### src/rtl/core/bsm_pkg.sv
// ----------------------------------------------------------------------------
// bsm_pkg: shared types and codes for the bank switching mapper
// Bus event and result transfer structs, function and target codes, register
// indexes and address map constants.
// ----------------------------------------------------------------------------
package bsm_pkg;

	localparam int PHYS_ADDR_BITS_DEF = 21;
	localparam int MEM_ADDR_W         = 21;
	localparam int WORK_RAM_BYTES     = 8192;

	// bus event codes
	localparam logic [2:0] FUNC_CPU_RD = 3'd0;
	localparam logic [2:0] FUNC_CPU_WR = 3'd1;
	localparam logic [2:0] FUNC_PPU_RD = 3'd2;
	localparam logic [2:0] FUNC_PPU_WR = 3'd3;
	localparam logic [2:0] FUNC_TICK   = 3'd4;

	// target memories
	localparam logic [2:0] TGT_NONE = 3'd0;
	localparam logic [2:0] TGT_PRG  = 3'd1;
	localparam logic [2:0] TGT_WRAM = 3'd2;
	localparam logic [2:0] TGT_CHR  = 3'd3;
	localparam logic [2:0] TGT_CRAM = 3'd4;

	// configuration register indexes
	localparam logic [1:0] CFG_PRG_UNITS  = 2'd0;
	localparam logic [1:0] CFG_CHR_UNITS  = 2'd1;
	localparam logic [1:0] CFG_INIT_MIRR  = 2'd2;

	// CPU address map
	localparam logic [15:0] WRAM_BASE = 16'h6000;
	localparam logic [15:0] REG_BASE  = 16'h8000;

	// register windows, selected by CPU address bits 14:13
	localparam logic [1:0] WIN_8000 = 2'd0;
	localparam logic [1:0] WIN_A000 = 2'd1;
	localparam logic [1:0] WIN_C000 = 2'd2;
	localparam logic [1:0] WIN_E000 = 2'd3;

	localparam logic [2:0] PRG_BANK_SEL = 3'b110;
	localparam logic [7:0] CHR_2K_MASK  = 8'hFE;

	typedef struct packed {
		logic [2:0]  func;
		logic [15:0] bus_addr;
		logic [7:0]  wdata;
	} req_t;

	typedef struct packed {
		logic [2:0]            target;
		logic [MEM_ADDR_W-1:0] mem_addr;
		logic                  mem_write;
		logic                  irq_fire;
		logic                  mirror_horizontal;
	} rsp_t;

endpackage

### src/rtl/core/bank_switch_mapper_scanline_irq.sv
// ----------------------------------------------------------------------------
// bank_switch_mapper_scanline_irq: cartridge mapper with scanline IRQ counter
// Maps CPU/PPU accesses to program ROM, work RAM, character ROM or RAM,
// holds the bank registers and steps the scanline interrupt counter.
// ----------------------------------------------------------------------------
// Usage
//   req channel: one bus event per transfer (CPU rd/wr, PPU rd/wr, scanline
//   tick). rsp channel: exactly one result per event, in order. Both use
//   valid/stall; a transfer happens when valid is high and stall is low.
//   cfg channel: valid/ready register writes, always ready. Write sizes and
//   initial mirroring only while no event is in flight.
// Output: the result of an event is registered before it is shown on rsp.
// Throughput: one event per cycle while req_stall is low. The mapping and
//   register update are one level of logic between the request port and the
//   result register; the only thing that limits the rate is the receiver.
// Stall: a two-entry output (result register plus skid register) decouples
//   the sides. req_stall is registered: it rises only once the skid entry is
//   full, i.e. after rsp has been stalled with a result waiting behind it.
// Reset: bank registers, IRQ state and output queue clear; program size
//   resets to two 16 KB units, character RAM, vertical mirroring.
// ----------------------------------------------------------------------------
module bank_switch_mapper_scanline_irq #(
	parameter int PHYS_ADDR_BITS = bsm_pkg::PHYS_ADDR_BITS_DEF
) (
	input  logic          clk,
	input  logic          arst_n,
	// bus event channel
	input  logic          req_valid,
	output logic          req_stall,
	input  bsm_pkg::req_t req,
	// result channel
	output logic          rsp_valid,
	input  logic          rsp_stall,
	output bsm_pkg::rsp_t rsp,
	// configuration channel
	input  logic          cfg_valid,
	output logic          cfg_ready,
	input  logic [1:0]    cfg_index,
	input  logic [7:0]    cfg_data
);
	import bsm_pkg::*;

	localparam logic [MEM_ADDR_W-1:0] ADDR_MASK =
		MEM_ADDR_W'((64'd1 << PHYS_ADDR_BITS) - 64'd1);
	localparam logic [15:0] WRAM_MASK = 16'(WORK_RAM_BYTES - 1);

	// configuration registers; initial mirroring loads mirror_q directly
	logic [7:0] prg_units_q;
	logic [5:0] chr_units_q;

	// mapper state
	logic [2:0] bank_select_q;
	logic       prg_swapped_q;
	logic       chr_swapped_q;
	logic [7:0] bank_q [8];
	logic       mirror_q;
	logic [7:0] irq_reload_q;
	logic [7:0] irq_count_q;
	logic       irq_pending_q;
	logic       irq_enabled_q;

	// output queue
	logic       out_valid_q;
	rsp_t       out_q;
	logic       skid_valid_q;
	rsp_t       skid_q;

	logic       acc;
	logic       take;
	logic       cfg_wr;

	// decode of the current event
	logic       is_wram;
	logic       is_reg;
	logic       reg_wr;
	logic       odd;
	logic [1:0] win;
	logic [7:0] last_bank;
	logic [7:0] second_bank;
	logic [7:0] chr_mask;
	logic [7:0] bank_mask;
	logic [7:0] prg_bank;
	logic [12:0] chr_e;
	logic [2:0] chr_idx;
	logic [10:0] chr_off;
	logic [17:0] chr_addr;
	logic       chr_ram;
	logic       tick;
	logic       irq_zero;
	logic       mirror_d;
	rsp_t       rsp_d;

	assign cfg_ready = 1'b1;
	assign cfg_wr    = cfg_valid & cfg_ready;

	assign take      = out_valid_q & ~rsp_stall;
	assign req_stall = skid_valid_q;
	assign acc       = req_valid & ~skid_valid_q;
	assign rsp_valid = out_valid_q;
	assign rsp       = out_q;

	// --- address decode -----------------------------------------------------
	assign is_wram = (req.bus_addr >= WRAM_BASE) && (req.bus_addr < REG_BASE);
	assign is_reg  = req.bus_addr >= REG_BASE;
	assign reg_wr  = acc && (req.func == FUNC_CPU_WR) && is_reg;
	assign odd     = req.bus_addr[0];
	assign win     = req.bus_addr[14:13];
	assign chr_ram = chr_units_q == 6'd0;
	assign tick    = acc && (req.func == FUNC_TICK);
	assign irq_zero = irq_count_q == 8'd0;

	// bank masks wrap at 8 bits, so odd sizes still give a defined mask
	assign last_bank   = 8'({prg_units_q[6:0], 1'b0} - 8'd1);
	assign second_bank = 8'(last_bank - 8'd1);
	assign chr_mask    = 8'({chr_units_q[4:0], 3'b000} - 8'd1);

	always_comb begin
		if ((bank_select_q & PRG_BANK_SEL) == PRG_BANK_SEL) begin
			bank_mask = last_bank;
		end else if (bank_select_q < 3'd2) begin
			bank_mask = chr_mask & CHR_2K_MASK;
		end else begin
			bank_mask = chr_mask;
		end
	end

	// program windows: 8000/C000 exchange when prg_swapped
	always_comb begin
		case (win)
			WIN_8000: prg_bank = prg_swapped_q ? second_bank : bank_q[6];
			WIN_A000: prg_bank = bank_q[7];
			WIN_C000: prg_bank = prg_swapped_q ? bank_q[6] : second_bank;
			default:  prg_bank = last_bank;
		endcase
	end

	// character windows: 2x2 KB then 4x1 KB, halves exchanged by chr_swapped
	assign chr_e = req.bus_addr[12:0] ^ {chr_swapped_q, 12'd0};
	always_comb begin
		if (!chr_e[12]) begin
			chr_idx = {2'b00, chr_e[11]};
			chr_off = chr_e[10:0];
		end else begin
			chr_idx = 3'd2 + {1'b0, chr_e[11:10]};
			chr_off = {1'b0, chr_e[9:0]};
		end
	end
	assign chr_addr = {bank_q[chr_idx], 10'd0} + 18'(chr_off);

	// mirroring seen by this result includes a write made by this event
	assign mirror_d = (reg_wr && (win == WIN_A000) && !odd) ? req.wdata[0] : mirror_q;

	// --- result -------------------------------------------------------------
	always_comb begin
		rsp_d                   = '0;
		rsp_d.target            = TGT_NONE;
		rsp_d.mirror_horizontal = mirror_d;
		case (req.func)
			FUNC_CPU_RD, FUNC_CPU_WR: begin
				if (is_wram) begin
					rsp_d.target    = TGT_WRAM;
					rsp_d.mem_addr  = MEM_ADDR_W'(16'(req.bus_addr - WRAM_BASE) & WRAM_MASK);
					rsp_d.mem_write = req.func == FUNC_CPU_WR;
				end else if (is_reg && (req.func == FUNC_CPU_RD)) begin
					rsp_d.target   = TGT_PRG;
					rsp_d.mem_addr = MEM_ADDR_W'({prg_bank, req.bus_addr[12:0]});
				end
			end
			FUNC_PPU_RD: begin
				if (chr_ram) begin
					rsp_d.target   = TGT_CRAM;
					rsp_d.mem_addr = MEM_ADDR_W'(req.bus_addr[12:0]);
				end else begin
					rsp_d.target   = TGT_CHR;
					rsp_d.mem_addr = MEM_ADDR_W'(chr_addr);
				end
			end
			FUNC_PPU_WR: begin
				// writes to character ROM are dropped
				if (chr_ram) begin
					rsp_d.target    = TGT_CRAM;
					rsp_d.mem_addr  = MEM_ADDR_W'(req.bus_addr[12:0]);
					rsp_d.mem_write = 1'b1;
				end
			end
			FUNC_TICK: begin
				rsp_d.irq_fire = irq_zero & irq_enabled_q;
			end
			default: begin
			end
		endcase
		rsp_d.mem_addr = rsp_d.mem_addr & ADDR_MASK;
	end

	// --- configuration ------------------------------------------------------
	always_ff @(posedge clk or negedge arst_n) begin
		if (!arst_n) begin
			prg_units_q   <= 8'd2;
			chr_units_q   <= 6'd0;
		end else if (cfg_wr) begin
			case (cfg_index)
				CFG_PRG_UNITS: prg_units_q   <= cfg_data;
				CFG_CHR_UNITS: chr_units_q   <= cfg_data[5:0];
				default: begin
				end
			endcase
		end
	end

	// --- mapper registers ---------------------------------------------------
	always_ff @(posedge clk or negedge arst_n) begin
		if (!arst_n) begin
			bank_select_q <= '0;
			prg_swapped_q <= 1'b0;
			chr_swapped_q <= 1'b0;
			bank_q        <= '{default: 8'd0};
			mirror_q      <= 1'b0;
			irq_reload_q  <= '0;
			irq_enabled_q <= 1'b0;
		end else begin
			if (cfg_wr && (cfg_index == CFG_INIT_MIRR)) begin
				mirror_q <= cfg_data[0];
			end
			if (reg_wr) begin
				case (win)
					WIN_8000: begin
						if (!odd) begin
							prg_swapped_q <= req.wdata[6];
							chr_swapped_q <= req.wdata[7];
							bank_select_q <= req.wdata[2:0];
						end else begin
							bank_q[bank_select_q] <= req.wdata & bank_mask;
						end
					end
					WIN_A000: begin
						// odd address is RAM protect: ignored
						if (!odd) begin
							mirror_q <= req.wdata[0];
						end
					end
					WIN_C000: begin
						if (!odd) begin
							irq_reload_q <= req.wdata;
						end
					end
					default: begin
						irq_enabled_q <= odd;
					end
				endcase
			end
		end
	end

	// --- scanline counter ---------------------------------------------------
	always_ff @(posedge clk or negedge arst_n) begin
		if (!arst_n) begin
			irq_count_q   <= '0;
			irq_pending_q <= 1'b0;
		end else begin
			if (tick) begin
				if (irq_zero || irq_pending_q) begin
					irq_pending_q <= 1'b0;
					irq_count_q   <= irq_reload_q;
				end else begin
					irq_count_q <= irq_count_q - 8'd1;
				end
			end else if (reg_wr && (win == WIN_C000) && odd) begin
				irq_pending_q <= 1'b1;
			end
		end
	end

	// --- output register and skid -------------------------------------------
	always_ff @(posedge clk or negedge arst_n) begin
		if (!arst_n) begin
			out_valid_q  <= 1'b0;
			skid_valid_q <= 1'b0;
		end else begin
			if (skid_valid_q) begin
				if (take) begin
					skid_valid_q <= 1'b0;
				end
			end else if (acc) begin
				if (!out_valid_q || take) begin
					out_valid_q <= 1'b1;
				end else begin
					skid_valid_q <= 1'b1;
				end
			end else if (take) begin
				out_valid_q <= 1'b0;
			end
		end
	end

	always_ff @(posedge clk) begin
		if (skid_valid_q) begin
			if (take) begin
				out_q <= skid_q;
			end
		end else if (acc) begin
			if (!out_valid_q || take) begin
				out_q <= rsp_d;
			end else begin
				skid_q <= rsp_d;
			end
		end
	end

	// --- checks -------------------------------------------------------------
	a_skid_behind_out: assert property (@(posedge clk) disable iff (!arst_n)
		skid_valid_q |-> out_valid_q)
		else $error("skid entry held with empty result register");

	a_none_zero_addr: assert property (@(posedge clk) disable iff (!arst_n)
		(out_valid_q && (out_q.target == TGT_NONE)) |-> (out_q.mem_addr == '0))
		else $error("address given with no target");

	a_write_targets: assert property (@(posedge clk) disable iff (!arst_n)
		(out_valid_q && out_q.mem_write) |->
			((out_q.target == TGT_WRAM) || (out_q.target == TGT_CRAM)))
		else $error("write to a read-only or absent target");

	a_fire_no_access: assert property (@(posedge clk) disable iff (!arst_n)
		(out_valid_q && out_q.irq_fire) |->
			((out_q.target == TGT_NONE) && !out_q.mem_write))
		else $error("irq pulse on a memory access");

	a_count_step: assert property (@(posedge clk) disable iff (!arst_n)
		(tick && !irq_zero && !irq_pending_q) |=>
			(irq_count_q == 8'($past(irq_count_q) - 8'd1)))
		else $error("scanline counter failed to step down");

endmodule

### config.mk
export PLATFORM = sky130hd
export DESIGN_NAME = bank_switch_mapper_scanline_irq
export DESIGN_NICKNAME = d
export VERILOG_FILES = /design/src/rtl/core/bsm_pkg.sv /design/src/rtl/core/bank_switch_mapper_scanline_irq.sv
export SDC_FILE = /design/constraint.sdc
export NUM_CORES = 1
export LEC_CHECK = 0
export BUFFER_PORTS_ARGS = -buffer_cell sky130_fd_sc_hd__buf_2
export CORE_UTILIZATION = 56
export CTS_BUF_LIST = sky130_fd_sc_hd__clkbuf_8
export DETAILED_ROUTE_END_ITERATION = 16
export PLACE_DENSITY = 0.79
export SETUP_SLACK_MARGIN = 0.15
export SLEW_MARGIN = 20
export SYNTH_ARGS = -nofsm -noshare
export SYNTH_HDL_FRONTEND = slang
export SYNTH_SLANG_ARGS = --single-unit
export TNS_END_PERCENT = 30
### constraint.sdc
create_clock -name clk -period 2.8 [get_ports clk]
set_clock_uncertainty 0.15 [all_clocks]
set_input_delay 0.28 -clock clk [delete_from_list [all_inputs] [get_ports clk]]
set_output_delay 0.28 -clock clk [all_outputs]
set_load 0.01 [all_outputs]
==> results.py <==
metrics = {
    "synth": {
        "synth_xor_area_frac": 0.0173,
        "synthAdderAreaFrac": 0.00977,
        "synth-edff-count": 54,
        "synthMuxAreaShare": 0.192,
        "synth_cell_types": 61,
        "syn_area_per_cell_um2": 12.3,
        "synth_top_area_frac": 0.332,
        "yosys.area_share.simple": 0.125,
        "ys_seq_area_frac": 0.547,
        "yosysTopAreaCell": "dfrtp_1",
        "async_flop_share": 0.656,
        "synthCells": 626,
        "syn-cell-area_um2": 7680,
        "synth.top_cells.by_area": "dfrtp_1 33%, edfxtp_1 21%, mux2_2 16%, mux2i_1 2.7%, nand2_1 2.7%",
        "ys_warn_count": 0,
        "synth_compound_area_frac": 0.0885,
        "ys.flop_type": "dfrtp_1",
        "ys_ff_latch": 157,
        "synth_top_family_by_area": "multiplexers",
        "syn-num-nets": 674,
    },
    "power": {
        "comb_power_share": 0.246,
        "vdd_drop_max_v": 0.000364,
        "total_leakage_power_nw": 4.08,
        "power_frac_seq": 0.476,
        "pwr_density_cell_nw_per_um2": 690,
        "p_sw_mw": 1.87,
        "p_int_mw": 4.43,
        "power.share.clock": 0.278,
        "swShare": 0.297,
    },
    "worst_hold_path": {
        "min_path_cells": 3,
        "min-delay-path-class": "primary input to flop",
        "hold_end": "rsp_valid",
        "min_from": "req_valid",
    },
    "floorplan": {
        "io_pins": 72,
        "design.core.area_um2": 13300,
        "rows": 42,
        "start_util": 0.578,
        "die_h_um": 119,
        "dieArea_um2": 14200,
        "die_w_um": 119,
    },
    "placed_design": {
        "pre_cts_ws_ns": 0.0269,
        "port-buffer-count": 69,
        "place_hpwl_um": 12500,
        "gp_congestion": 0.870,
    },
    "timing": {
        "setup_viol": 0,
        "slew_headroom": 0.539,
        "rsz0062_at_grt": "true",
        "period_needed_ns": 2.73,
        "slew_violations": 0,
        "timing.hold.ws_ns": 0.0425,
        "final_hold_viol_count": 0,
        "timing.final.ws_setup_ns": 0.0738,
        "fin_crit_sh": 0.974,
        "tightest_slew_ns": 0.685,
        "fmax_ghz": 0.367,
    },
    "drt": {
        "wl_met2_um": 8830,
        "drc_errors": 0,
        "firstDrtPassIters": 5,
        "met1Wirelength_um": 7540,
        "ant_nets": 0,
        "vias": 5503,
        "via_per_inst": 5.89,
        "drt_iter0_drc": 461,
        "wire_per_inst_um": 19.1,
        "wl_um": 17800,
        "highest_layer": "met4",
        "wl_met3_um": 898,
    },
    "finish": {
        "mostFrequentLayoutCell": "mux2_2",
        "final_cell_mix": "106 x mux2_2, 101 x dfrtp_1, 68 x buf_2",
        "syn_to_final_growth_pct": 18.9,
        "drive_gt1_frac": 0.354,
        "diodes": 0,
        "finalNetCount": 793,
    },
    "cts": {
        "cts_max_path_buffers": 2,
        "cts_root_buffer": "clkbuf_8",
        "clock_latency_ns": 0.45,
        "path_clk_slew_ns": 0.08,
        "cts_tree": "yes",
        "htreeDepth": 4,
        "numCtsBuffers": 17,
        "cts.sinks": 157,
    },
    "worst_setup_path": {
        "rrSetupSlack_ns": 0.07,
        "rr_endpoint": "bank_q[15]",
        "crit_buf_inv": 3,
        "cp_common_cell": "buf_4",
        "path_max_fanout": 8,
        "critPathSlowestCell": "or3b_2",
        "critPathCaptureType": "flop",
        "critical_path_required_ns": 2.98,
        "path_class": "flop to flop",
        "worstPathArrival_ns": 2.91,
        "worst-r2r-cell-count": 9,
        "cp_cell_sequence": "inv_1, ha_1, or3b_2, nor3_2, xor2_1, buf_4, buf_4, o211a_1, mux2_2",
        "start_kind": "flop",
        "crit_path_max_incr_delay_ns": 0.51,
        "crit_family": "simple AND/OR/NAND/NOR gates",
        "r2r_start": "prg_units_q[0]",
    },
    "grt": {
        "grt_first_pass_wirelength_um": 29100,
        "antenna_found_initial": 0,
        "grt_overflow_total": 0,
        "grt_pass1_vias": 5584,
        "grtUsageTotal": 0.269,
        "grt_start_max_net_pins": 49,
    },
    "run": {
        "maxCapViolCount": 0,
    },
    "run_status": {
        "status": "finished clean",
    },
}
-- synth_stat cells, drive strengths merged (2+ instances only) --
master    n
a211oi    4
nand3b    4
or3       3
o22ai     6
nor3     16
a21oi    18
a31oi     5
mux2i    21
and2     14
a22o      3
o211a     4
xor2      8
nand2    56
nand3     9
dfrtp   102
o41ai     3
edfxtp   54
xnor2     5
or2       4
and4      2
nor4      4
ha        6
o21ai    41
o31ai     5
mux4      3
and3      7
mux2    106
nor2     24
or3b      3
o211ai    4
buf       5
o221ai    2
a22oi     5
nand2b    9
nor3b     8
inv      13
nor2b     6
clkbuf   22
-- state kept, by name (all words and copies together) (netlist names), 3 cells and up --
name	flops
rsp	27
bank_select_q	3
bank_q	64
irq_count_q	8
irq_reload_q	8
chr_units_q	6
skid_q	27
prg_units_q	7
-- final cells by class --
type | instances | area [um^2]
sequential | 157 | 4200
fill | 958 | 4160
multi-input combinational | 430 | 3380
timing repair buffer | 126 | 871
clock buffer | 17 | 234
tap | 176 | 220
clock inverter | 15 | 179
inverter | 13 | 48.8
-- timing repair --
| item | in CTS | in global routing |
|---|---|---|
| gates resized for setup | 4 | 14 |
| hold endpoints to repair | 78 | 0 |
| hold buffers | 25 | 0 |
| setup endpoints to repair | 19 | 39 |
| pin swaps | 0 | 6 |
| gates cloned | 1 | 0 |
| buffers inserted | 0 | 7 |
-- power by group through the flow --
stage	Clock [mW]	Sequential, mW	Combinational [mW]
4_1_cts	1.79	2.99	1.50
3_3_place_gp	0	3.02	1.40
2_1_floorplan	0	3.10	0.836
5_1_grt	1.87	3.04	1.69
3_5_place_dp	0	3.04	1.46
6_report	1.75	3.00	1.55
-- layer usage --
| layer | GRT usage | vias to the layer above |
|---|---|---|
| met1 | 0.338 | 2731 |
| met5 | 0 | - |
| met2 | 0.454 | 181 |
| li1 | - | 2547 |
| met3 | 0.0527 | 44 |
| met4 | 0.116 | 0 |
-- cell families after synthesis --
kind of cell | Yosys count
xor gates and xnor gates | 13
adders and majority gates | 6
other | 1
muxes | 130
DFF | 157
AOI/OAI and AO/OA | 106
buffers and inverters | 40
and+or+nand+nor | 173
-- worst min-delay path, stage by stage --
cell and delay (ns):
buf_2 0.11, nand2b_1 0.13, nand2_1 0.09
-- how the worst max path moves through the flow --
stage                        start          to  slack [ns]  cells past startpoint
finish              prg_units_q[0]  bank_q[15]        0.07                      9
global route        prg_units_q[0]  bank_q[15]       0.002                      9
global placement           req[18]     rsp[20]        0.08                      9
floorplan                  req[19]     rsp[20]       -0.20                     10
detailed placement  chr_units_q[1]     rsp[11]        0.03                      8
CTS                 prg_units_q[0]     rsp[23]        0.10                      8
-- stage by stage --
stage / std cells / util / cell area [um^2] / setup TNS, ns / power, mW
3_3_place_gp: 869 / 0.628 / 8350 / 0 / 4.42
4_1_cts: 927 / 0.679 / 9030 / 0 / 6.28
2_1_floorplan: 626 / - / 7680 / -0.318 / 3.93
6_report: 934 / 0.687 / 9140 / 0 / 6.30
3_5_place_dp: 869 / 0.628 / 8350 / 0 / 4.50
5_1_grt: 934 / 0.687 / 9140 / 0 / 6.60
Power figures use the tool's default switching activity.
